File: config.mk
export PLATFORM = sky130hd
export DESIGN_NAME = timebase_decrementer_unit_top
export DESIGN_NICKNAME = d
export VERILOG_FILES = /design/src/sv/tbdu_pkg.sv /design/src/sv/tbdu_core.sv /design/src/sv/timebase_decrementer_unit_top.sv
export SDC_FILE = /design/constraint.sdc
export NUM_CORES = 1
export LEC_CHECK = 0
export BUFFER_PORTS_ARGS = -buffer_cell sky130_fd_sc_hd__buf_2
export CAP_MARGIN = 5
export CORE_ASPECT_RATIO = 0.6
export CORE_MARGIN = 2
export CORE_UTILIZATION = 40
export DETAILED_ROUTE_END_ITERATION = 7
export PLACE_DENSITY = 0.62
export SYNTH_ARGS = -nofsm -noshare
export SYNTH_HDL_FRONTEND = slang
export SYNTH_SLANG_ARGS = --single-unit
File: constraint.sdc
create_clock -name clock -period 5.1 [get_ports clock]
set_input_delay 0.51 -clock clock [delete_from_list [all_inputs] [get_ports clock]]
set_output_delay 0.51 -clock clock [all_outputs]
set_load 0.01 [all_outputs]
File: src/sv/tbdu_pkg.sv
// shared types and constants for the time base and decrementer unit
`timescale 1ns / 1ps

package tbdu_pkg;

   // request command codes
   typedef enum logic [2:0] {
      CMD_TICK   = 3'd0,
      CMD_WR_TBL = 3'd1,
      CMD_WR_TBU = 3'd2,
      CMD_WR_DEC = 3'd3,
      CMD_RD_DEC = 3'd4,
      CMD_RD_TB  = 3'd5,
      CMD_POLL   = 3'd6
   } command_type;

   // poll result codes
   typedef enum logic [1:0] {
      EXC_NONE = 2'd0,
      EXC_EXT  = 2'd1,
      EXC_DEC  = 2'd2
   } exception_type;

   localparam int TB_WIDTH     = 64;
   localparam int DEC_WIDTH    = 32;
   localparam int REQ_BITS     = 37;
   localparam int REQ_DATA_W   = 40;
   localparam int RSP_BITS     = 67;
   localparam int RSP_DATA_W   = 72;

   // one decoded request
   typedef struct packed {
      logic                 ee_enabled;
      logic                 external_pending;
      logic [DEC_WIDTH-1:0] value;
      command_type          command;
   } request_type;

endpackage

File: src/sv/tbdu_core.sv
// time base, decrementer deadline and armed flag with their update logic
`timescale 1ns / 1ps

module tbdu_core
   import tbdu_pkg::*;
(
   input  logic                clock,
   input  logic                reset,
   input  logic                update,
   input  request_type         request,
   output logic [TB_WIDTH-1:0] read_data,
   output exception_type       exception,
   output logic                irq_due
);

   logic [TB_WIDTH-1:0]  time_base_ff, time_base_in;
   logic [TB_WIDTH-1:0]  deadline_ff, deadline_in;
   logic                 armed_ff, armed_in;
   logic [DEC_WIDTH-1:0] dec_value;
   logic                 due_now;
   logic [DEC_WIDTH-1:0] tb_low;
   logic [DEC_WIDTH-1:0] tb_high;

   assign tb_low  = time_base_ff[DEC_WIDTH-1:0];
   assign tb_high = time_base_ff[TB_WIDTH-1:DEC_WIDTH];

   // decrementer is deadline - 1 - time base, only the low half matters
   assign dec_value = deadline_ff[DEC_WIDTH-1:0] - tb_low - DEC_WIDTH'(1);
   assign due_now   = armed_ff && (time_base_ff >= deadline_ff);
   assign irq_due   = due_now;

   // next state and read data for the request
   always_comb begin
      time_base_in = time_base_ff;
      deadline_in  = deadline_ff;
      armed_in     = armed_ff;
      read_data    = '0;
      exception    = EXC_NONE;
      case (request.command)
         CMD_TICK: begin
            time_base_in = time_base_ff + TB_WIDTH'(1);
         end
         CMD_WR_TBL: begin
            time_base_in = {tb_high, request.value};
            deadline_in  = deadline_ff + {{DEC_WIDTH{1'b0}}, request.value}
                           - {{DEC_WIDTH{1'b0}}, tb_low};
         end
         CMD_WR_TBU: begin
            time_base_in = {request.value, tb_low};
            deadline_in  = {deadline_ff[TB_WIDTH-1:DEC_WIDTH] + request.value - tb_high,
                            deadline_ff[DEC_WIDTH-1:0]};
         end
         CMD_WR_DEC: begin
            if (request.value[DEC_WIDTH-1]) begin
               // negative over non-negative fires at once
               armed_in    = !dec_value[DEC_WIDTH-1];
               deadline_in = time_base_ff;
            end else begin
               armed_in    = 1'b1;
               deadline_in = time_base_ff + {{DEC_WIDTH{1'b0}}, request.value}
                             + TB_WIDTH'(1);
            end
         end
         CMD_RD_DEC: begin
            read_data = {{DEC_WIDTH{1'b0}}, dec_value};
         end
         CMD_RD_TB: begin
            read_data = time_base_ff;
         end
         CMD_POLL: begin
            if (request.ee_enabled) begin
               if (request.external_pending) begin
                  exception = EXC_EXT;
               end else if (due_now) begin
                  armed_in  = 1'b0;
                  exception = EXC_DEC;
               end
            end
         end
         default: begin
         end
      endcase
   end

   // state registers
   always_ff @(posedge clock) begin
      if (reset) begin
         time_base_ff <= '0;
         deadline_ff  <= '0;
         armed_ff     <= 1'b0;
      end else if (update) begin
         time_base_ff <= time_base_in;
         deadline_ff  <= deadline_in;
         armed_ff     <= armed_in;
      end
   end

endmodule

File: src/sv/timebase_decrementer_unit_top.sv
// top level of the time base and decrementer unit with its stream pipeline
// path: an accepted request passes the input, middle and response registers in turn
// throughput: one request per cycle unless rsp_tready stalls; the state update
//   and the deadline compare each sit between their own pipeline registers
// reset: synchronous, clears time base, deadline, armed flag and all valids
`timescale 1ns / 1ps

module timebase_decrementer_unit_top
   import tbdu_pkg::*;
(
   input  logic                  clock,
   input  logic                  reset,
   // req_tdata: command[2:0], value[34:3], external_pending[35], ee_enabled[36]
   input  logic                  req_tvalid,
   output logic                  req_tready,
   input  logic [REQ_DATA_W-1:0] req_tdata,
   // rsp_tdata: read_data[63:0], exception[65:64], irq_raise[66]
   output logic                  rsp_tvalid,
   input  logic                  rsp_tready,
   output logic [RSP_DATA_W-1:0] rsp_tdata
);

   logic                 advance;
   logic                 req_valid_ff;
   request_type          req_ff;
   logic                 mid_valid_ff;
   logic [TB_WIDTH-1:0]  mid_data_ff;
   exception_type        mid_exc_ff;
   logic                 rsp_valid_ff;
   logic [RSP_BITS-1:0]  rsp_ff;
   logic [TB_WIDTH-1:0]  core_data;
   exception_type        core_exc;
   logic                 core_due;

   // whole pipeline moves when the response register is free or taken
   assign advance    = !rsp_valid_ff || rsp_tready;
   assign req_tready = !req_valid_ff || advance;

   // input register
   always_ff @(posedge clock) begin
      if (reset) begin
         req_valid_ff <= 1'b0;
      end else if (req_tready) begin
         req_valid_ff <= req_tvalid;
      end
   end

   always_ff @(posedge clock) begin
      if (req_tready && req_tvalid) begin
         req_ff <= request_type'(req_tdata[REQ_BITS-1:0]);
      end
   end

   tbdu_core u_core (
      .clock     (clock),
      .reset     (reset),
      .update    (advance && req_valid_ff),
      .request   (req_ff),
      .read_data (core_data),
      .exception (core_exc),
      .irq_due   (core_due)
   );

   // middle stage, holds results while the state settles for the compare
   always_ff @(posedge clock) begin
      if (reset) begin
         mid_valid_ff <= 1'b0;
      end else if (advance) begin
         mid_valid_ff <= req_valid_ff;
      end
   end

   always_ff @(posedge clock) begin
      if (advance) begin
         mid_data_ff <= core_data;
         mid_exc_ff  <= core_exc;
      end
   end

   // response register, irq sampled from the state after this request
   always_ff @(posedge clock) begin
      if (reset) begin
         rsp_valid_ff <= 1'b0;
      end else if (advance) begin
         rsp_valid_ff <= mid_valid_ff;
      end
   end

   always_ff @(posedge clock) begin
      if (advance) begin
         rsp_ff <= {core_due, mid_exc_ff, mid_data_ff};
      end
   end

   assign rsp_tvalid = rsp_valid_ff;
   assign rsp_tdata  = {{(RSP_DATA_W-RSP_BITS){1'b0}}, rsp_ff};

endmodule
# Yosys cells after proc, flatten, opt, wreduce, memory -nomap -nowiden
# Cells that the tools add are included.
totals:
  register_bits: 302
  in_bits: 44
  output_inout_bits: 74
  word_cells: 71
classes:
  reduce_logical: 21
  n_eq_ne: 9
  muxes: 11
  n_addsub: 9
  magnitude_cmp: 1
  n_bitwise: 4
ops:
  columns: ["op", "n"]
  rows:
  - ["$pmux 64 s3", 2]
  - ["$add 64x1->64 const B", 2]
  - ["$add 64x32->64", 2]
  - ["$pmux 64 s2", 1]
  - ["$ge 64x64->1", 1]
  - ["$mux 64", 1]
  - ["$sub 32x32->32", 2]
  - ["$sub 64x32->64", 1]
  - ["$add 32x32->32", 1]
  - ["$sub 32x1->32 const B", 1]
  - ["$eq 3x3->1 const B", 3]
  - ["$reduce_and 3->1", 3]
  - ["$reduce_bool 2->1", 4]
  - ["$eq 3x2->1 const B", 2]
  - ["$ne 2x2->1 const B", 3]
  - ["$mux 1", 5]
  - ["$reduce_and 5->1", 1]
  - ["$not 1->1", 4]
  - ["$reduce_and 2->1", 2]
  - ["$eq 3x1->1 const B", 1]
  - ["$logic_and 1x1->1", 3]
  - ["$logic_not 1->1", 3]
  - ["$logic_not 3->1", 1]
  - ["$reduce_bool 3->1", 1]
  - ["other kinds (4)", 5]

# Longest topological paths before layout
# Gate-level depths: netlist of run 1.
logic_depth:
  depth_word: 6
  depth_mapped: 16
  depth_no_buf: 16

# By module
# Synthesis of run 1 repeated with hierarchy kept, for this count alone.
hier_totals:
  hier_cells: 3018
  hier_area_um2: 25739.7
modules_own_cells:
  columns: ["module", "cells_each", "area_each_um2", "instances"]
  rows:
  - ["tbdu_core", 2828, 20464.6, 1]
  - ["timebase_decrementer_unit_top", 190, 5275.1, 1]

# Worst setup path after synthesis of run 1
# Ideal clock, no wire load.
synth_path:
  kind: "input to register"
  start: "input rsp_tready"
  end: "register u_core.deadline_ff[56]"
  stages: 10
  arrival_time_ns: 5.487
  setup_time_ns: 0.062
  setup_slack_ns: -0.449
  required_ns: 5.038
  path_cell_list: "nor2b_1 -> inv_1 -> nand2_1 -> nor2_1 -> and2_1 -> clkbuf_1 -> a31oi_1 -> a21oi_1 -> or4b_1 -> nand3_1"
synth_between:
  elab_chain_cells: 3
synth_lines:
  columns: ["element", "line", "text"]
  rows:
  - ["start, declared", "timebase_decrementer_unit_top.sv:19", "input logic rsp_tready,"]
  - ["$logic_or 1x1->1", "timebase_decrementer_unit_top.sv:36", "assign advance = !rsp_valid_ff || rsp_tready;"]
  - ["net advance", "timebase_decrementer_unit_top.sv:23", "logic advance;"]
  - ["$logic_and 1x1->1", "timebase_decrementer_unit_top.sv:57", ".update (advance && req_valid_ff),"]
  - ["$reduce_and 2->1 (no line)", null, null]
  - ["end signal, assigned", "tbdu_core.sv:93", "deadline_ff <= deadline_in;"]
  - ["end, declared", "tbdu_core.sv:17", "logic [TB_WIDTH-1:0] deadline_ff, deadline_in;"]
# The timed path passes the listed nets, and every way through them passes these cells.
# A chain may end at the register's enable or synchronous reset.

# Worst setup path after layout of run 1
layout_path:
  start: "register u_core.time_base_ff[2]"
  end: "register u_core.deadline_ff[44]"
layout_between:
  elab_chain_cells: 4
  elab_cells_between_ends: 5
layout_lines:
  columns: ["element", "line", "text"]
  rows:
  - ["start, declared", "tbdu_core.sv:16", "logic [TB_WIDTH-1:0] time_base_ff, time_base_in;"]
  - ["start signal, assigned", "tbdu_core.sv:92", "time_base_ff <= time_base_in;"]
  - ["$add 64x32->64", "tbdu_core.sv:60", "deadline_in = time_base_ff + {{DEC_WIDTH{1'b0}}, request.value}"]
  - ["$add 64x1->64", "tbdu_core.sv:61", "+ TB_WIDTH'(1);"]
  - ["$mux 64", "tbdu_core.sv:54", "if (request.value[DEC_WIDTH-1]) begin"]
  - ["$pmux 64 s3 *", "tbdu_core.sv:39", "case (request.command)"]
# Mark *: on every way between the ends. The rest lies on a longest branch, timed or not.

==> summary.md, run 1 <==
| Metric | Value |
|---|---|
| Run status | finished, final reports clean |
| Int Pwr | 5.50 mW |
| CP startpoint kind | flop |
| Setup crit end kind | flop |
| Post-synth EDFFs | 170 |
| Remaining antenna violation count | 0 |
| CP peak stage delay | 0.63 ns |
| Initial drt markers | 3,733 |
| Leakage | 12.6 nW |
| Fin crit share | 91.6% |
| Die Height | 204 um |
| Nets | 3,644 |
| Clk_skew | 0.0418 ns |
| Clk buf depth | 3 |
| Leading cell type in the layout, fill and taps excluded | inv_1 |
| Gr ovfl total | 0 |
| Worst-path maximum fanout | 13 |
| Final hold slack | 0.0752 ns |
| Post-CTS Hold Fix Bufs | 0 |
| 1st-pass router iterations | 8 |
| Final setup viols | 0 |
| WL final | 107 mm |
| FF+latch count, synth | 302 |
| Clk_lat worst skew | 0.61 ns |
| Number of remaining DRC errors | 0 |
| GRT Util Overall | 30.7% |
| Flop pwr share | 30.9% |
| Clk slew on worst S/H paths | 0.08 ns |
| Mapped Area | 26,600 um^2 |
| Final HPWL DP | 83.4 mm |
| P&R area growth vs syn | 11.4% |
| Critical path class | reg -> reg |
| Starting Density | 40.3% |
| CTS buffer count | 34 |
| CTS sink cnt | 302 |
| Die ar. | 68,700 um^2 |
| Pin count of the biggest net entering global routing | 86 |
| Setup TNS | 0 ns |
| Synth warn | 0 |
| Ys async rst share | 0% |
| Yosys cell types | 88 |
| P per Cell Area | 306 nW/um^2 |
| # rows | 73 |
| Switching share of power | 39.5% |
| Max-cap violations | 0 |
| Filler Cell Count | 6,586 |
| CTS tree | built |
| Syn_area_per_cell | 8.32 um^2 |
| Initial antenna violation count | 4 |
| Die X | 337 um |
| Relative slew margins | 23.1% |
| Post-CTS setup buffer count | 0 |
| Worst slew pin tran | 1.15 ns |
| GP Congestion | 1.02 |
| Routed len/inst | 25.4 um |
| First-pass GRT wire length | 157 mm |
| Post-route design area | 29,700 um^2 |
| Post-CTS sizing | 0 |
| Core Footprint | 66,000 um^2 |
| Hold WC Path Type | in -> reg |
| CTS root buffer | clkbuf_16 |
| Critical Path Slowest Stage Cell | nor3_1 |
| Placed inst area | 28,500 um^2 |
| Minimum clock period | 4.67 ns |
| Number of global-route vias before repair | 23,128 |
| CP most frequent cell | nor3_1 |
| IO Port Bufs | 109 |
| Fmax | 214 MHz |
| Worst-path cell chain | inv_1, ha_1, or2_1, a221oi_1, o41a_1, nor3_1, nor3_1, a211oi_2, buf_4, a21oi_1, xnor2_1, o221ai_1, a22o_1 |
| Post-Syn Instances | 3,199 |
| Psw | 3.59 mW |
| Vias per cell | 6.08 |
| Share of cells above drive strength 1 | 9.31% |
| Most frequent cells in the layout | inv_1 (312), a21oi_1 (270), ha_1 (253) |
| Comb power frac | 40.5% |
| Via count | 25,608 |
| Worst Path Arrival | 5.14 ns |
| Clk network pwr share | 28.6% |
| H-tree depth | 2 |
| Sequential share of the synthesized area | 29.1% |
| Final Hold Vio Count | 0 |
| RSZ-0062 raised after global routing | no |
| Slew Limit Fails | 0 |
| Worst endpoint required time | 5.57 ns |
| Main flop type after synthesis | edfxtp_1 |
| VDD IR max | 210 uV |
| I/O pins | 118 |
[layout make-up]
type                       instances  area (um^2)  share of cell area, %
antenna                            3         7.51                 0.0253
clock buffer                      42          902                   3.04
clock inverter                    19          224                  0.755
inverter                         314         1180                   3.99
multi-input combinational       2409        17100                   57.6
sequential                       302         7750                   26.1
tap                              900         1130                   3.80
timing repair buffer             221         1400                   4.72
[cells by family (layout without fill, tap and decap cells)]
kind of cell,after synthesis,after routing,synth area share [%]
compound gates,997,997,24.4
fa+ha+maj,318,318,16.8
mux,15,15,0.587
other cells,1,8,0.0141
xor+xnor,171,171,5.62
flops,302,302,29.1
buf+inv,492,596,7.03
simple gates,903,903,16.5
[through the flow]
step	total power, mW	setup WS [ns]	util (%)	cells
3_5_place_dp	6.39	0.646	43.2	4146
2_1_floorplan	5.31	0.272	-	3203
3_3_place_gp	6.39	0.684	43.2	4146
5_1_grt	9.54	0.252	44.9	4207
4_1_cts	9.01	0.640	44.9	4207
6_report	9.09	0.430	44.9	4210
[power by group through the flow]
stage / combinational [mW] / clock [mW] / sequential, mW
after floorplan: 2.46 / 0 / 2.86
after global placement: 3.53 / 0 / 2.86
after detailed placement: 3.53 / 0 / 2.86
after CTS: 3.55 / 2.65 / 2.81
after global routing: 3.99 / 2.73 / 2.82
final: 3.68 / 2.60 / 2.81
[sequential cells by signal, summed over array words and instances, names as in the netlist]
signal,flops
req_ff,37
mid_data_ff,64
rsp_ff,67
req_valid_ff,1
mid_exc_ff,2
u_core.time_base_ff,64
u_core.deadline_ff,64
mid_valid_ff,1
rsp_tvalid,1
u_core.armed_ff,1
[metal layers]
layer / GRT usage, % / vias to the layer above / part of all wire, %
met4: 7.08 / 2 / 2.4
met1: 49.3 / 12147 / 48
met5: 0 / - / 0.0075
met3: 11.7 / 143 / 16
met2: 36.7 / 1597 / 34
li1: - / 11719 / -
[cell usage after synthesis, types with 19 or more instances]
cell type	instances	area [um^2]
nor4_1	40	250
a21o_1	95	713
nand2_1	241	905
dfxtp_1	132	2640
o21ai_0	214	1070
inv_1	313	1170
nand3_1	57	285
o21bai_1	21	158
clkbuf_1	159	597
or3_1	23	144
ha_1	253	3170
nor2b_1	29	181
a22oi_1	25	188
a221oi_1	61	534
a21oi_1	270	1350
nand2b_1	23	144
fa_1	65	1300
nand4_1	66	413
a31oi_1	23	144
xor2_1	76	666
xnor2_1	95	832
nor2_1	221	830
and2_1	57	357
edfxtp_1	170	5100
o21a_1	20	150
o31ai_1	19	143
nor3_1	83	415
a211oi_1	78	586
[worst max-delay path, delay by kind of cell, from the launching register on]
family / cells / cell delay, ns
AOI/OAI and AO/OA: 6 / 1.66
buffers and inverters: 2 / 0.50
adders and majority gates: 1 / 0.36
and+or+nand+nor: 3 / 0.93
DFF: 1 / 0.58
xor gates and xnor gates: 1 / 0.53
[path summary, 6_finish.rpt]
kind | startpoint | depth (start not counted) | to | slack [ns]
worst min-delay path | req_tdata[25] | 1 | req_ff[25] | 0.08
worst max-delay path | u_core.time_base_ff[2] | 13 | u_core.deadline_ff[44] | 0.43
worst max register to register | u_core.time_base_ff[2] | 13 | u_core.deadline_ff[44] | 0.43
worst min register to register | mid_data_ff[14] | 0 | rsp_ff[14] | 0.41
Power figures use the tool's default switching activity.
==> run 2: changes to the inputs <==
CELL_PAD_IN_SITES_DETAIL_PLACEMENT = 0   (was default)
CELL_PAD_IN_SITES_GLOBAL_PLACEMENT = 2   (was default)
CORE_UTILIZATION = 35   (was 40)
PLACE_DENSITY = 0.81   (was 0.62)
==> run 2 against run 1 <==
  * Cell count rose by 2.9%
  * Utilization shrank 5.2 points
  * Combinational power up 5%
  * Critical path type unchanged
  * Die area increased by 14%
==> summary.md, run 2 (synthesis results as in run 1) <==
| Metric | Value |
|---|---|
| Run status | finished, final reports clean |
| Slew Limit Fails | 0 |
| Fmax | 209 MHz |
| I/O pins | 118 |
| Nets | 3,665 |
| P&R area growth vs syn | 12.6% |
| CP startpoint | u_core.time_base_ff[9] |
| Final HPWL DP | 94.8 mm |
| P per Cell Area | 310 nW/um^2 |
| Core Footprint | 75,400 um^2 |
| Diodes inserted | 0 |
| Final setup viols | 0 |
| CTS tree | built |
| Post-CTS sizing | 0 |
| CTS root buffer | clkbuf_16 |
| Setup crit end kind | flop |
| Vias per cell | 6.06 |
| Number of global-route vias before repair | 24,220 |
| Routed len/inst | 27.7 um |
| # rows | 78 |
| Worst slew pin tran | 1.14 ns |
| GRT Util Overall | 30.1% |
| Minimum clock period | 4.79 ns |
| Share of cells above drive strength 1 | 9.72% |
| Worst R2R Path Depth | 12 |
| Critical path class | reg -> reg |
| H-tree depth | 2 |
| Starting Density | 35.3% |
| Remaining antenna violation count | 0 |
| First-pass GRT wire length | 173 mm |
| Fin crit share | 94.0% |
| Leading cell type in the layout, fill and taps excluded | inv_1 |
| Fin util | 39.7% |
| Worst Path Arrival | 5.25 ns |
| Most frequent cells in the layout | inv_1 (312), a21oi_1 (270), ha_1 (253) |
| RSZ-0062 raised after global routing | no |
| Clk buf depth | 3 |
| CP startpoint kind | flop |
| HP Start | req_tdata[21] |
| Die X | 360 um |
| Gr ovfl total | 0 |
| Max reg flops | 67 |
| Die Height | 218 um |
| R2r startpoint | u_core.time_base_ff[9] |
| Initial drt markers | 3,428 |
| VDD IR max | 255 uV |
| Multi-input logic area | 17,100 um^2 |
| Pin count of the biggest net entering global routing | 77 |
| Initial antenna violation count | 6 |
| Worst-path maximum fanout | 10 |
| Relative slew margins | 23.4% |
| Clk_lat worst skew | 0.60 ns |
| 1st-pass router iterations | 7 |
| WL final | 120 mm |
| Leakage | 12.7 nW |
| IO Port Bufs | 109 |
| Worst Hold Path Cells | 1 |
| Hold WC Path Type | in -> reg |
| CTS sink cnt | 302 |
| Clk slew on worst S/H paths | 0.07 ns |
| Most flops, register | rsp_ff |
| Worst endpoint required time | 5.56 ns |
| CTS buffer count | 37 |
| Final Hold Vio Count | 0 |
| Max-cap violations | 0 |
| Post-CTS Hold Fix Bufs | 0 |
| Post-CTS setup buffer count | 0 |
| Via count | 26,240 |
| Clk_skew | 0.0243 ns |
| Power, Total | 9.31 mW |
| Number of remaining DRC errors | 0 |
| Filler Cell Count | 7,804 |
| Die ar. | 78,400 um^2 |
| GP Congestion | 1.05 |
| Register area | 7750 um^2 |
| Setup TNS | 0 ns |
run 2: changes by cell type in the layout (fill, tap and decap cells not counted), moves of 2 or more:
cell | before | now
buf_4 | 112 | 128
buf_12 | 1 | 3
clkbuf_1 | 7 | 14
clkinvlp_4 | 4 | 1
clkbuf_16 | 35 | 37
diode_2 | 3 | 0
bufinv_16 | 3 | 1
clkinv_2 | 6 | 4
clkinv_4 | 2 | 4
run 2: per-layer routing:
layer	wire length, um	track usage, %	vias to the layer above
met2	41900	36.3	1544
met1	60200	49.3	12816
met4	1830	5.13	0
li1	-	-	11761
met3	16300	9.85	119
met5	0	0	-
run 2: through the flow:
stage / cell area, um^2 / hold WS, ns / std cells / setup slack [ns]
after CTS: 30000 / 0.0562 / 4332 / 0.498
final: 30000 / 0.0776 / 4332 / 0.308
after detailed placement: 28800 / 0.405 / 4264 / 0.549
after floorplan: 26600 / 0.400 / 3203 / 0.272
after global placement: 28800 / 0.402 / 4264 / 0.632
after global routing: 30000 / 0.0663 / 4332 / 0.130
run 2: layout make-up:
| class | count | share of cell area, % |
|---|---|---|
| tap | 1000 | 4.17 |
| multi-input combinational | 2409 | 56.9 |
| sequential | 302 | 25.8 |
| clock inverter | 16 | 0.572 |
| timing repair buffer | 239 | 5.21 |
| inverter | 314 | 3.94 |
| clock buffer | 52 | 3.31 |
run 2: path summary, 6_finish.rpt:
path | slack [ns] | end
worst min register to register | 0.42 | rsp_ff[46]
worst min-delay path | 0.08 | req_ff[21]
worst max register to register | 0.31 | u_core.deadline_ff[61]
worst max-delay path | 0.31 | u_core.deadline_ff[61]
run 2: worst max-delay path, cell delays in order, from the launching register on:
cell,delay [ns]
dfxtp_1,0.53
inv_1,0.15
ha_1,0.38
or2_1,0.27
nor4_1,0.87
a21oi_1,0.30
o211ai_1,0.45
a32oi_2,0.28
nor4_1,0.63
xor2_1,0.15
a221oi_1,0.34
buf_4,0.22
o32ai_1,0.08
run 2: power by group:
group | leakage [nW] | switching (mW) | internal, mW
logic | 9.13 | 2.49 | 1.36
registers | 3.03 | 0.104 | 2.71
clock network | 0.563 | 1.20 | 1.44
total | 12.7 | 3.79 | 5.52
